<file path="src/rtl/sidcd_pkg.sv">
// Shared types and constants for the sync/ID checksum packet deframer.
// No dependencies; every other file in rtl/ imports this package.
package sidcd_pkg;

  localparam int DEF_PACKET_BYTES = 32;
  localparam int BYTE_W           = 8;
  localparam int CNT_W            = 16;
  localparam int SUM_W            = 16;
  localparam int CFG_IDX_W        = 2;

  // Configuration register indexes.
  localparam logic [CFG_IDX_W-1:0] REG_SYNC_VALUE = 2'd0;
  localparam logic [CFG_IDX_W-1:0] REG_NAV_ID     = 2'd1;
  localparam logic [CFG_IDX_W-1:0] REG_CTRL_ID    = 2'd2;

  // Control from the sequencer to the checksum accumulator.
  typedef struct packed {
    logic clear;
    logic add;
    logic hi_byte;
  } sum_ctrl_t;

endpackage

</file>
<file path="src/rtl/sidcd_cell.sv">
// One byte cell of the receive window chain.
// Depends on sidcd_pkg for the byte width.
module sidcd_cell
  import sidcd_pkg::*;
(
  input  logic              clk,
  input  logic              shift,
  input  logic [BYTE_W-1:0] din,
  output logic [BYTE_W-1:0] dout
);

  logic [BYTE_W-1:0] q;

  // The cell takes its neighbor's byte whenever the chain moves.
  always_ff @(posedge clk) begin
    if (shift) begin
      q <= din;
    end
  end

  assign dout = q;

endmodule

</file>
<file path="src/rtl/sidcd_sum.sv">
// Checksum accumulator: adds one byte per cycle, while add is set, into the 16-bit word sum.
// Depends on sidcd_pkg for widths and the control struct.
module sidcd_sum
  import sidcd_pkg::*;
(
  input  logic              clk,
  input  sum_ctrl_t         ctrl,
  input  logic [BYTE_W-1:0] byte_in,
  output logic [SUM_W-1:0]  sum
);

  logic [SUM_W-1:0] acc;
  logic [SUM_W-1:0] term;

  // Even byte positions are the low half of a word, odd ones the high half.
  assign term = ctrl.hi_byte ? {byte_in, {BYTE_W{1'b0}}} : {{BYTE_W{1'b0}}, byte_in};

  always_ff @(posedge clk) begin
    if (ctrl.clear) begin
      acc <= '0;
    end else if (ctrl.add) begin
      acc <= acc + term;
    end
  end

  assign sum = acc;

endmodule

</file>
<file path="src/rtl/sync_id_checksum_packet_deframer.sv">
// Sync/ID packet deframer with a 16-bit little-endian word checksum.
// Once the window is full, each byte is accepted and then given a header test; a sync+nav
// header adds a rotation of the whole window through the checksum adder and a verdict, and
// a good packet then leaves at one byte per cycle while the output is ready.
// Throughput is set by the rotation of the byte chain through the single checksum adder.
// Reset (rst, synchronous, active high) empties the window and clears counters and registers.
module sync_id_checksum_packet_deframer
  import sidcd_pkg::*;
#(
  parameter int PACKET_BYTES = DEF_PACKET_BYTES
) (
  input  logic                 clk,
  input  logic                 rst,
  // Input stream. s_tdata: [7:0] rx_byte.
  input  logic                 s_tvalid,
  output logic                 s_tready,
  input  logic [BYTE_W-1:0]    s_tdata,
  // Output stream. m_tdata: [7:0] data_byte, [23:8] good_count, [39:24] bad_count,
  // [55:40] other_header_count, [71:56] ctrl_header_count. m_tlast: last_byte.
  output logic                 m_tvalid,
  input  logic                 m_tready,
  output logic [BYTE_W+4*CNT_W-1:0] m_tdata,
  output logic                 m_tlast,
  // Configuration write channel.
  input  logic                 cfg_valid,
  output logic                 cfg_ready,
  input  logic [CFG_IDX_W-1:0] cfg_index,
  input  logic [BYTE_W-1:0]    cfg_data
);

  localparam int STEP_W = $clog2(PACKET_BYTES);
  localparam int FILL_W = $clog2(PACKET_BYTES + 1);

  localparam logic [FILL_W-1:0] FILL_FULL  = FILL_W'(PACKET_BYTES);
  localparam logic [FILL_W-1:0] FILL_SLIDE = FILL_W'(PACKET_BYTES - 1);
  localparam logic [STEP_W-1:0] STEP_LAST  = STEP_W'(PACKET_BYTES - 1);

  // Sequencer states.
  localparam logic [2:0] S_FILL  = 3'd0;  // taking bytes into the window
  localparam logic [2:0] S_TEST  = 3'd1;  // header test on a full window
  localparam logic [2:0] S_SUM   = 3'd2;  // rotating the chain through the adder
  localparam logic [2:0] S_CHECK = 3'd3;  // comparing the sum with the trailer
  localparam logic [2:0] S_EMIT  = 3'd4;  // sending the packet out

  logic [2:0]        state, state_next;
  logic [FILL_W-1:0] fill, fill_next;
  logic [STEP_W-1:0] step, step_next;

  logic [CNT_W-1:0]  good_total, bad_total, other_total, ctrl_total;
  logic [BYTE_W-1:0] sync_value, nav_id, ctrl_id;

  logic              in_fire, out_fire, chain_shift;
  logic [BYTE_W-1:0] tail_in;
  logic [BYTE_W-1:0] cell_q [PACKET_BYTES];
  logic [SUM_W-1:0]  sum;
  logic [SUM_W-1:0]  rx_sum;
  logic [STEP_W:0]   pair_start;
  sum_ctrl_t         sum_ctrl;

  assign cfg_ready = 1'b1;
  assign s_tready  = (state == S_FILL);
  assign in_fire   = s_tvalid && s_tready;
  assign m_tvalid  = (state == S_EMIT);
  assign out_fire  = m_tvalid && m_tready;

  // The chain moves on every accepted byte, on every rotation step of the checksum pass,
  // and on every byte handed to the output. Once the window is full, the oldest byte sits in cell 0.
  assign chain_shift = in_fire || (state == S_SUM) || out_fire;
  // New bytes enter at the tail; otherwise the head wraps around so the window survives
  // the checksum rotation unchanged.
  assign tail_in = (state == S_FILL) ? s_tdata : cell_q[0];

  for (genvar i = 0; i < PACKET_BYTES; i++) begin : g_cell
    if (i == PACKET_BYTES - 1) begin : g_tail
      sidcd_cell u_cell (.clk(clk), .shift(chain_shift), .din(tail_in), .dout(cell_q[i]));
    end else begin : g_body
      sidcd_cell u_cell (.clk(clk), .shift(chain_shift), .din(cell_q[i+1]), .dout(cell_q[i]));
    end
  end

  // During the rotation, cell 0 holds byte number step. A byte belongs to the sum when its
  // word starts more than two bytes before the end of the packet.
  assign pair_start = {1'b0, step[STEP_W-1:1], 1'b0};

  always_comb begin
    sum_ctrl.clear   = (state == S_TEST);
    sum_ctrl.add     = (state == S_SUM) &&
                       ((pair_start + (STEP_W+1)'(2)) < (STEP_W+1)'(PACKET_BYTES));
    sum_ctrl.hi_byte = step[0];
  end

  sidcd_sum u_sum (
    .clk    (clk),
    .ctrl   (sum_ctrl),
    .byte_in(cell_q[0]),
    .sum    (sum)
  );

  assign rx_sum = {cell_q[PACKET_BYTES-1], cell_q[PACKET_BYTES-2]};

  always_comb begin
    state_next = state;
    fill_next  = fill;
    step_next  = step;
    unique case (state)
      S_FILL: begin
        if (in_fire) begin
          if (fill >= FILL_SLIDE) begin
            fill_next  = FILL_FULL;
            state_next = S_TEST;
          end else begin
            fill_next = fill + FILL_W'(1);
          end
        end
      end
      S_TEST: begin
        step_next = '0;
        if ((cell_q[0] == sync_value) && (cell_q[1] == nav_id)) begin
          state_next = S_SUM;
        end else begin
          // Not a navigation packet: drop the oldest byte and wait for the next one.
          fill_next  = FILL_SLIDE;
          state_next = S_FILL;
        end
      end
      S_SUM: begin
        step_next = step + STEP_W'(1);
        if (step == STEP_LAST) begin
          step_next  = '0;
          state_next = S_CHECK;
        end
      end
      S_CHECK: begin
        step_next = '0;
        if (sum == rx_sum) begin
          state_next = S_EMIT;
        end else begin
          fill_next  = FILL_SLIDE;
          state_next = S_FILL;
        end
      end
      S_EMIT: begin
        if (out_fire) begin
          step_next = step + STEP_W'(1);
          if (step == STEP_LAST) begin
            step_next  = '0;
            fill_next  = '0;
            state_next = S_FILL;
          end
        end
      end
      default: begin
        state_next = S_FILL;
        fill_next  = '0;
        step_next  = '0;
      end
    endcase
  end

  always_ff @(posedge clk) begin
    if (rst) begin
      state <= S_FILL;
      fill  <= '0;
      step  <= '0;
    end else begin
      state <= state_next;
      fill  <= fill_next;
      step  <= step_next;
    end
  end

  // Packet counters. The header verdict is taken in the test cycle, the checksum verdict
  // in the check cycle, so a result always carries totals that include its own packet.
  always_ff @(posedge clk) begin
    if (rst) begin
      good_total  <= '0;
      bad_total   <= '0;
      other_total <= '0;
      ctrl_total  <= '0;
    end else begin
      if ((state == S_TEST) && (cell_q[0] == sync_value) && (cell_q[1] != nav_id)) begin
        other_total <= other_total + CNT_W'(1);
        if (cell_q[1] == ctrl_id) begin
          ctrl_total <= ctrl_total + CNT_W'(1);
        end
      end
      if (state == S_CHECK) begin
        if (sum == rx_sum) begin
          good_total <= good_total + CNT_W'(1);
        end else begin
          bad_total <= bad_total + CNT_W'(1);
        end
      end
    end
  end

  // Configuration registers; indexes beyond the list are ignored.
  always_ff @(posedge clk) begin
    if (rst) begin
      sync_value <= '0;
      nav_id     <= '0;
      ctrl_id    <= '0;
    end else if (cfg_valid && cfg_ready) begin
      if (cfg_index == REG_SYNC_VALUE) begin
        sync_value <= cfg_data;
      end
      if (cfg_index == REG_NAV_ID) begin
        nav_id <= cfg_data;
      end
      if (cfg_index == REG_CTRL_ID) begin
        ctrl_id <= cfg_data;
      end
    end
  end

  assign m_tdata = {ctrl_total, other_total, bad_total, good_total, cell_q[0]};
  assign m_tlast = (step == STEP_LAST);

  // The window never holds more than one packet.
  a_fill_bound: assert property (@(posedge clk) disable iff (rst)
    fill <= FILL_FULL)
    else $error("window fill count beyond packet length");

  // The final byte of a packet leaves the window empty.
  a_last_empties: assert property (@(posedge clk) disable iff (rst)
    (out_fire && m_tlast) |=> (fill == '0) && (state == S_FILL))
    else $error("window not emptied after packet");

  // A good packet is counted exactly when its emission begins.
  a_good_on_emit: assert property (@(posedge clk) disable iff (rst)
    (good_total != $past(good_total)) |-> (state == S_EMIT) && (step == '0))
    else $error("good counter moved outside packet start");

  // Emission only follows a full window and a checksum pass.
  a_emit_entry: assert property (@(posedge clk) disable iff (rst)
    $rose(m_tvalid) |-> ($past(state) == S_CHECK) && (fill == FILL_FULL))
    else $error("packet emitted without checksum verdict");

endmodule

</file>
<file path="config.mk">
export PLATFORM = sky130hd
export DESIGN_NAME = sync_id_checksum_packet_deframer
export DESIGN_NICKNAME = d
export VERILOG_FILES = /design/src/rtl/sidcd_pkg.sv /design/src/rtl/sidcd_cell.sv /design/src/rtl/sidcd_sum.sv /design/src/rtl/sync_id_checksum_packet_deframer.sv
export SDC_FILE = /design/constraint.sdc
export NUM_CORES = 1
export LEC_CHECK = 0
export BUFFER_PORTS_ARGS = -buffer_cell sky130_fd_sc_hd__buf_2
export CORE_AREA = 2 2 217 155
export DETAILED_ROUTE_END_ITERATION = 12
export DIE_AREA = 0 0 219 157
export GPL_TIMING_DRIVEN = 0
export PLACE_DENSITY_LB_ADDON = 0.08
export SETUP_SLACK_MARGIN = 0.1
export SLEW_MARGIN = 20
export SYNTH_ARGS = -nofsm -noshare
export SYNTH_HDL_FRONTEND = slang
export SYNTH_SLANG_ARGS = --single-unit
</file>
<file path="constraint.sdc">
create_clock -name clk -period 36 [get_ports clk]
set_input_delay 9 -clock clk [delete_from_list [all_inputs] [get_ports clk]]
set_output_delay 9 -clock clk [all_outputs]
set_load 0.05 [all_outputs]
</file>
==> impl_results.md, run 1 <==
* Synth Flop Type: edfxtp_1
* Tot GR Track Use at between 10% and 20%
* Via density at about 5.1
* Clock transition at path regs at 0.07 ns
* Critical Path RT at approximately 27 ns
* DRC violations left at 0
* CP arrival at roughly 2.8 ns
* Die height at ~160 um
* Worst Path Max Fanout at 10
* Drt wl/cell at ~17 um
* Largest net degree at the start of global routing at 17
* Gpl congestion at 0.805
* Mean post-synth cell area at approximately 14 um2
* Hold Crit Class: flop to flop
* Synth Cell Area at approximately 0.014 mm2
* Total global routing overflow at 0
* Worst-Margin Slew at a little under 0.8 ns
* Async SR Flop Fraction at 0%
* Unrepaired setup endpoints after global routing: false
* Clock Skew at 0.0130 ns
* CTS sink cnt at around 370
* Status: finished clean
* Detail Route Antenna Nets at 0
* Area leader, netlist: edfxtp_1
* Crit-path slowest cell: clkbuf_1
* Share of the synthesized area in the top cell type at a little over half
* Routed WL at 28700 um
* Normalized max-slew margin at a little under half
* Vias in the first global route at a little over 8000
* First-pass GRT wire length at 45100 um
* Num CTS Buffers at 37
* Ports at 99
* Max-cap viol count at 0
* Synth warn at 0
* Vias at roughly 8400
* Cts repair resizes at 0
* CP bufs+invs at 4
* Post-Syn Nets at 1100
* Starting density of the core at 44.7%
* Crit-path leading delay family: buffers and inverters
* Seq/Total Area, Yosys at a little over two thirds
* Core Area at roughly 0.032 mm2
* Worst setup path class: flop to output port
* Area Growth Syn to Fin at 18.1%
* Nets at around 1300
* CTS tree: yes
* Htree depth at 2
* Synth cell types at ~60
* Share of cells above drive strength 1 at about 17%
* Row cnt at 55
* Cell Pwr Density at approximately 55 mW/mm2
* Clock Tree Buf Depth at 3
* 1st-iter DRT viols at about 650
* Fin Hold WS at 0.413 ns
* Final Cycle Share at between 30 and 40%
* Post-synth EDFFs at ~260
* CP Launch Type: flop
* F_max at 84.7 MHz
* HPWL after detailed placement at a little under 20000 um
* Period minus WS final at between 10 and 15 ns
* Leakage at between 6 and 7 nW
* Postcts setup bufs at 0
* TritonRoute pass-1 iters at 4
* Count of final setup violators at 0
* VDD IR max at roughly 36 uV
* Root buffer cell: clkbuf_16
* Input/output buffers at 97
* Worst skew pair latency at 0.53 ns
* Die ar. at approximately 0.034 mm2
* Top cells by area, synth: edfxtp_1 (54%), dfxtp_1 (16%), xnor2_1 (3.3%), nor2_1 (2.8%), xor2_1 (2.4%)
* Synthesized instance count at roughly 1100
* Element type at the critical path end: output port
* Design Power at 0.933 mW
* Slew Limit Fails at 0
* Die X-Extent at 219 um
* CP Cell Sequence: clkbuf_1 > or3_1 > clkbuf_1 > clkinv_1 > buf_2
* Hold buffer count at cts at 0
* Post-synthesis register bit count at approximately 370
* Most frequent CP cell: clkbuf_1
* Initial antenna violation count at 0
* Fin. Hold Viols at 0
* Slowest stage delay, CP at 0.49 ns
-- worst reg2reg max path: stages, from the launching register on --
cell and delay [ns]:
dfxtp_1 0.35, clkbuf_1 0.47, clkbuf_1 0.45, nor2b_1 0.10, ha_1 0.22, fa_1 0.43
a211oi_1 0.47, o21ai_0 0.27, a21oi_1 0.35, o21ai_0 0.19, and3_1 0.22, nor3_1 0.18
-- placed cells by master, fill, tap and decap left out, drive strengths merged, types with 20 or more instances in the layout --
cell type / instances
o21ai: 23
a21oi: 37
mux2i: 32
nand3: 26
nor2b: 21
nor3: 23
xor2: 39
dfxtp: 118
inv: 20
ha: 22
edfxtp: 256
xnor2: 54
clkbuf: 68
nor4: 31
nor2: 106
nand2: 70
buf: 135
-- Yosys cell counts, types with 23 or more instances --
cell      number
edfxtp_1     256
dfxtp_1      118
nor2_1       105
nand2_1       70
xnor2_1       54
xor2_1        39
a21oi_1       37
mux2i_1       32
clkbuf_1      27
nand3_1       26
o21ai_0       23
-- where the power goes --
part	total, mW	switching (mW)	internal [mW]
combinational	0.0301	0.0190	0.0111
clock	0.415	0.164	0.251
sequential	0.488	0.00835	0.480
total	0.933	0.191	0.742
-- registers in the layout (all words and copies together) (netlist names) --
| register | flops |
|---|---|
| bad_total | 16 |
| state | 3 |
| g_cell.g_tail.u_cell.dout | 8 |
| other_total | 16 |
| sync_value | 8 |
| u_sum.sum | 16 |
| nav_id | 8 |
| good_total | 16 |
| step | 5 |
| g_cell.g_body.u_cell.dout | 248 |
| ctrl_id | 8 |
| fill | 6 |
| ctrl_total | 16 |
-- through the flow --
stage | setup WS [ns] | area (um2) | util [%] | instances | TNS [ns]
after floorplan | 7.04 | 14300 | - | 1054 | 0
after global placement | -0.397 | 15300 | 47.8 | 1578 | -92.38
after detailed placement | 24.72 | 15600 | 48.7 | 1598 | 0
after CTS | 24.17 | 16900 | 52.7 | 1665 | 0
after global routing | 23.95 | 16900 | 52.7 | 1665 | 0
final | 24.20 | 16900 | 52.7 | 1666 | 0
-- kinds of logic after synthesis --
group	count (synthesis)	synth area share [%]
AO/OA/AOI/OAI	107	4.75
XOR/XNOR	93	5.69
adder cells (fa/ha/maj)	23	2.06
buffers and inverters	63	1.96
flip-flops	374	70.2
multiplexers	36	2.55
other	1	0.0262
AND/OR/NAND/NOR	357	12.8
-- cell type report --
class | instances | area [um2]
Fill cell | 2792 | 15200
Sequential cell | 374 | 10000
Multi-Input combinational cell | 617 | 4010
Clock buffer | 41 | 961
Timing Repair Buffer | 117 | 737
Tap cell | 427 | 534
Clock inverter | 26 | 344
Buffer | 45 | 213
Inverter | 18 | 67.6
Antenna cell | 1 | 2.50
-- per-layer routing --
layer,up-vias,track usage (%),part of all wire [%]
li1,4176,-,-
met1,4071,27.0,53
met2,166,23.0,40
met3,36,3.79,5.3
met4,0,4.44,1.5
met5,-,0,0
-- final timing paths --
kind | startpoint | to | slack (ns) | depth (start not counted)
setup / recovery | state[2] | s_tready | 24.20 | 5
hold / removal | g_cell[12].g_body.u_cell.dout[7] | g_cell[11].g_body.u_cell.dout[7] | 0.41 | 0
setup reg to reg | step[0] | u_sum.sum[12] | 32.24 | 11
hold reg to reg | g_cell[12].g_body.u_cell.dout[7] | g_cell[11].g_body.u_cell.dout[7] | 0.41 | 0
(Power assumes the default switching activity.)
==> inputs of run 2 (changes only) <==
clock period = 10.6 ns   (was 36 ns; I/O delays follow)
==> run 2 against run 1 <==
Against the previous run:
- critical path depth stayed put
- total power rose to 3.3 times the previous value
- register-to-register slack got worse by 25 ns
- clock power grew to 3.2 times the previous value
- via count grew 0.51%
- routed wire length is 1.7% lower
- worst setup slack worse by 19 ns
- sequential power rose to 3.4 times the previous value
- hold slack lost 0.00097 ns
- count of clock-buffer cells in the layout up 9
- core utilization fell by 0.41 points
- largest power group unchanged
==> impl_results.md, run 2 (same netlist as run 1, synthesis figures left out) <==
* Worst-Margin Slew at 0.798 ns (+0.00486 ns)
* Drt wl/cell at 16.9 um (-1.7%)
* Final Cycle Share at roughly half
* Starting density of the core at 44.7% (unchanged)
* Placed insts at 1597 (-0.063%)
* Vias in the first global route at 8013 (-0.61%)
* VDD IR max at 161 uV (+340%)
* DP Area at 0.0156 mm2 (about the same)
* HPWL after detailed placement at 19300 um (-2.0%)
* Nets at 1255 (-0.080%)
* 1st-iter DRT viols at 521 (-20%)
* Count of final setup violators at 0 (unchanged)
* Worst skew pair latency at 0.53 ns (about the same)
* Ports at 99 (unchanged)
* Gpl congestion at 0.830 (+3.2%)
* Root buffer cell: clkbuf_16
* Largest net degree at the start of global routing at 17 (unchanged)
* Hold buffer count at cts at 0 (unchanged)
* CP Launch Type: flop
* Worst Path Max Fanout at 10 (unchanged)
* Period minus WS final at approximately 5.4 ns
* Num CTS Buffers at 37 (unchanged)
* Most common cell after layout, fill and taps aside: edfxtp_1
* Die height at 157 um (unchanged)
* Hold Crit Class: flop to flop
* Fin area at 0.0168 mm2 (-0.77%)
* Worst setup path class: flop to output port
* Row cnt at 55 (unchanged)
* Setup WS post-layout at 5.18 ns (-19.01 ns)
* DRC violations left at 0 (unchanged)
* Normalized max-slew margin at 46.5% (-0.47 points)
* Tot GR Track Use at 16.7% (-0.28 points)
* Via density at 5.10 (+0.57%)
* Initial antenna violation count at 1 (+1)
* Fin. Hold Viols at 0 (unchanged)
* Clock Tree Buf Depth at 3 (unchanged)
* Total global routing overflow at 0 (unchanged)
* Clock transition at path regs at 0.06 ns (about the same)
* Element type at the critical path end: output port
* Largest register FFs at 248 (unchanged)
* Unrepaired setup endpoints after global routing: false
* Non-Filler Instances at 1665 (-0.060%)
* Vias at 8492 (+0.51%)
* Pre-CTS setup slack at 5.68 ns (-19.03 ns)
* Status: finished clean
* Routed WL at 28200 um (-1.7%)
* Input/output buffers at 97 (unchanged)
* Htree depth at 2 (unchanged)
* Clock Skew at 0.0142 ns (+0.00115 ns)
* Die ar. at 0.0344 mm2 (unchanged)
* Core Area at 0.0321 mm2 (unchanged)
* Share of cells above drive strength 1 at 16.6% (-0.70 points)
* Critical Path RT at 7.95 ns (-19.05 ns)
* First-pass GRT wire length at 44300 um (-1.8%)
* Cts repair resizes at 0 (unchanged)
* Commonest non-fill, non-tap cells in the layout: edfxtp_1 (256), dfxtp_1 (118), nor2_1 (105)
* Fin Hold WS at 0.412 ns (-0.000974 ns)
* Cell Pwr Density at 183 mW/mm2 (+230%)
* CTS tree: yes
* Leakage at 6.25 nW (-1.1%)
* Area Growth Syn to Fin at 17.2%
* Detail Route Antenna Nets at 0 (unchanged)
* Max-cap viol count at 0 (unchanged)
* Slew Limit Fails at 0 (unchanged)
* F_max at between 150 and 200 MHz
* Die X-Extent at 219 um (unchanged)
* Design Power at 3.07 mW (+230%)
* CP arrival at 2.77 ns (-0.03 ns)
* TritonRoute pass-1 iters at 6 (+2)
* CTS sink cnt at 374 (unchanged)
* Postcts setup bufs at 0 (unchanged)
==> run 2: cell types whose count changed in the layout (fill, tap and decap cells not counted), sizes merged <==
cell    delta
buf        -1
clkinv     -6
clkbuf     +9
bufinv     -4
diode      +1
==> run 2: final cells by class <==
cell class | instances | area (um2)
well taps | 427 | 534
clock inverters | 16 | 193
repair buffers | 116 | 722
multi-input cells | 617 | 4010
diodes | 2 | 5.00
inverters | 18 | 67.6
clock buffers | 50 | 995
flip-flops and latches | 374 | 10000
fillers | 2798 | 15300
plain buffers | 45 | 213
==> run 2: path summary, 6_finish.rpt <==
| path | startpoint | end | slack (ns) | cells after the start |
|---|---|---|---|---|
| setup / recovery | state[2] | s_tready | 5.18 | 5 |
| hold / removal | g_cell[28].g_body.u_cell.dout[1] | g_cell[27].g_body.u_cell.dout[1] | 0.41 | 0 |
| setup reg to reg | step[0] | u_sum.sum[14] | 6.98 | 11 |
| hold reg to reg | g_cell[28].g_body.u_cell.dout[1] | g_cell[27].g_body.u_cell.dout[1] | 0.41 | 0 |
==> run 2: stage by stage <==
step                      TNS [ns]  util, %
final                            0     52.3
after detailed placement         0     48.6
after CTS                        0     52.3
after global routing             0     52.3
after floorplan                  0        -
after global placement     -408.50     47.9
==> run 2: power by group <==
group	leakage (nW)	internal, mW	switching (mW)	total [mW]
Sequential	3.46	1.63	0.0273	1.66
Combinational	2.21	0.0372	0.0654	0.103
Clock	0.576	0.760	0.546	1.31
Total	6.25	2.43	0.639	3.07
==> run 2: layer usage <==
metal / vias up / part of all wire, % / GRT usage, %
li1: 4164 / - / -
met1: 4147 / 53 / 26.5
met2: 141 / 40 / 22.6
met3: 40 / 4.8 / 3.85
met4: 0 / 1.7 / 4.28
met5: - / 0 / 0
==> run 2: worst max-delay path, stage by stage (launching register included) <==
cell and delay, ns:
dfxtp_1 0.34, clkbuf_1 0.39, or3_1 0.22, clkbuf_1 0.48, clkinv_1 0.46, buf_2 0.34
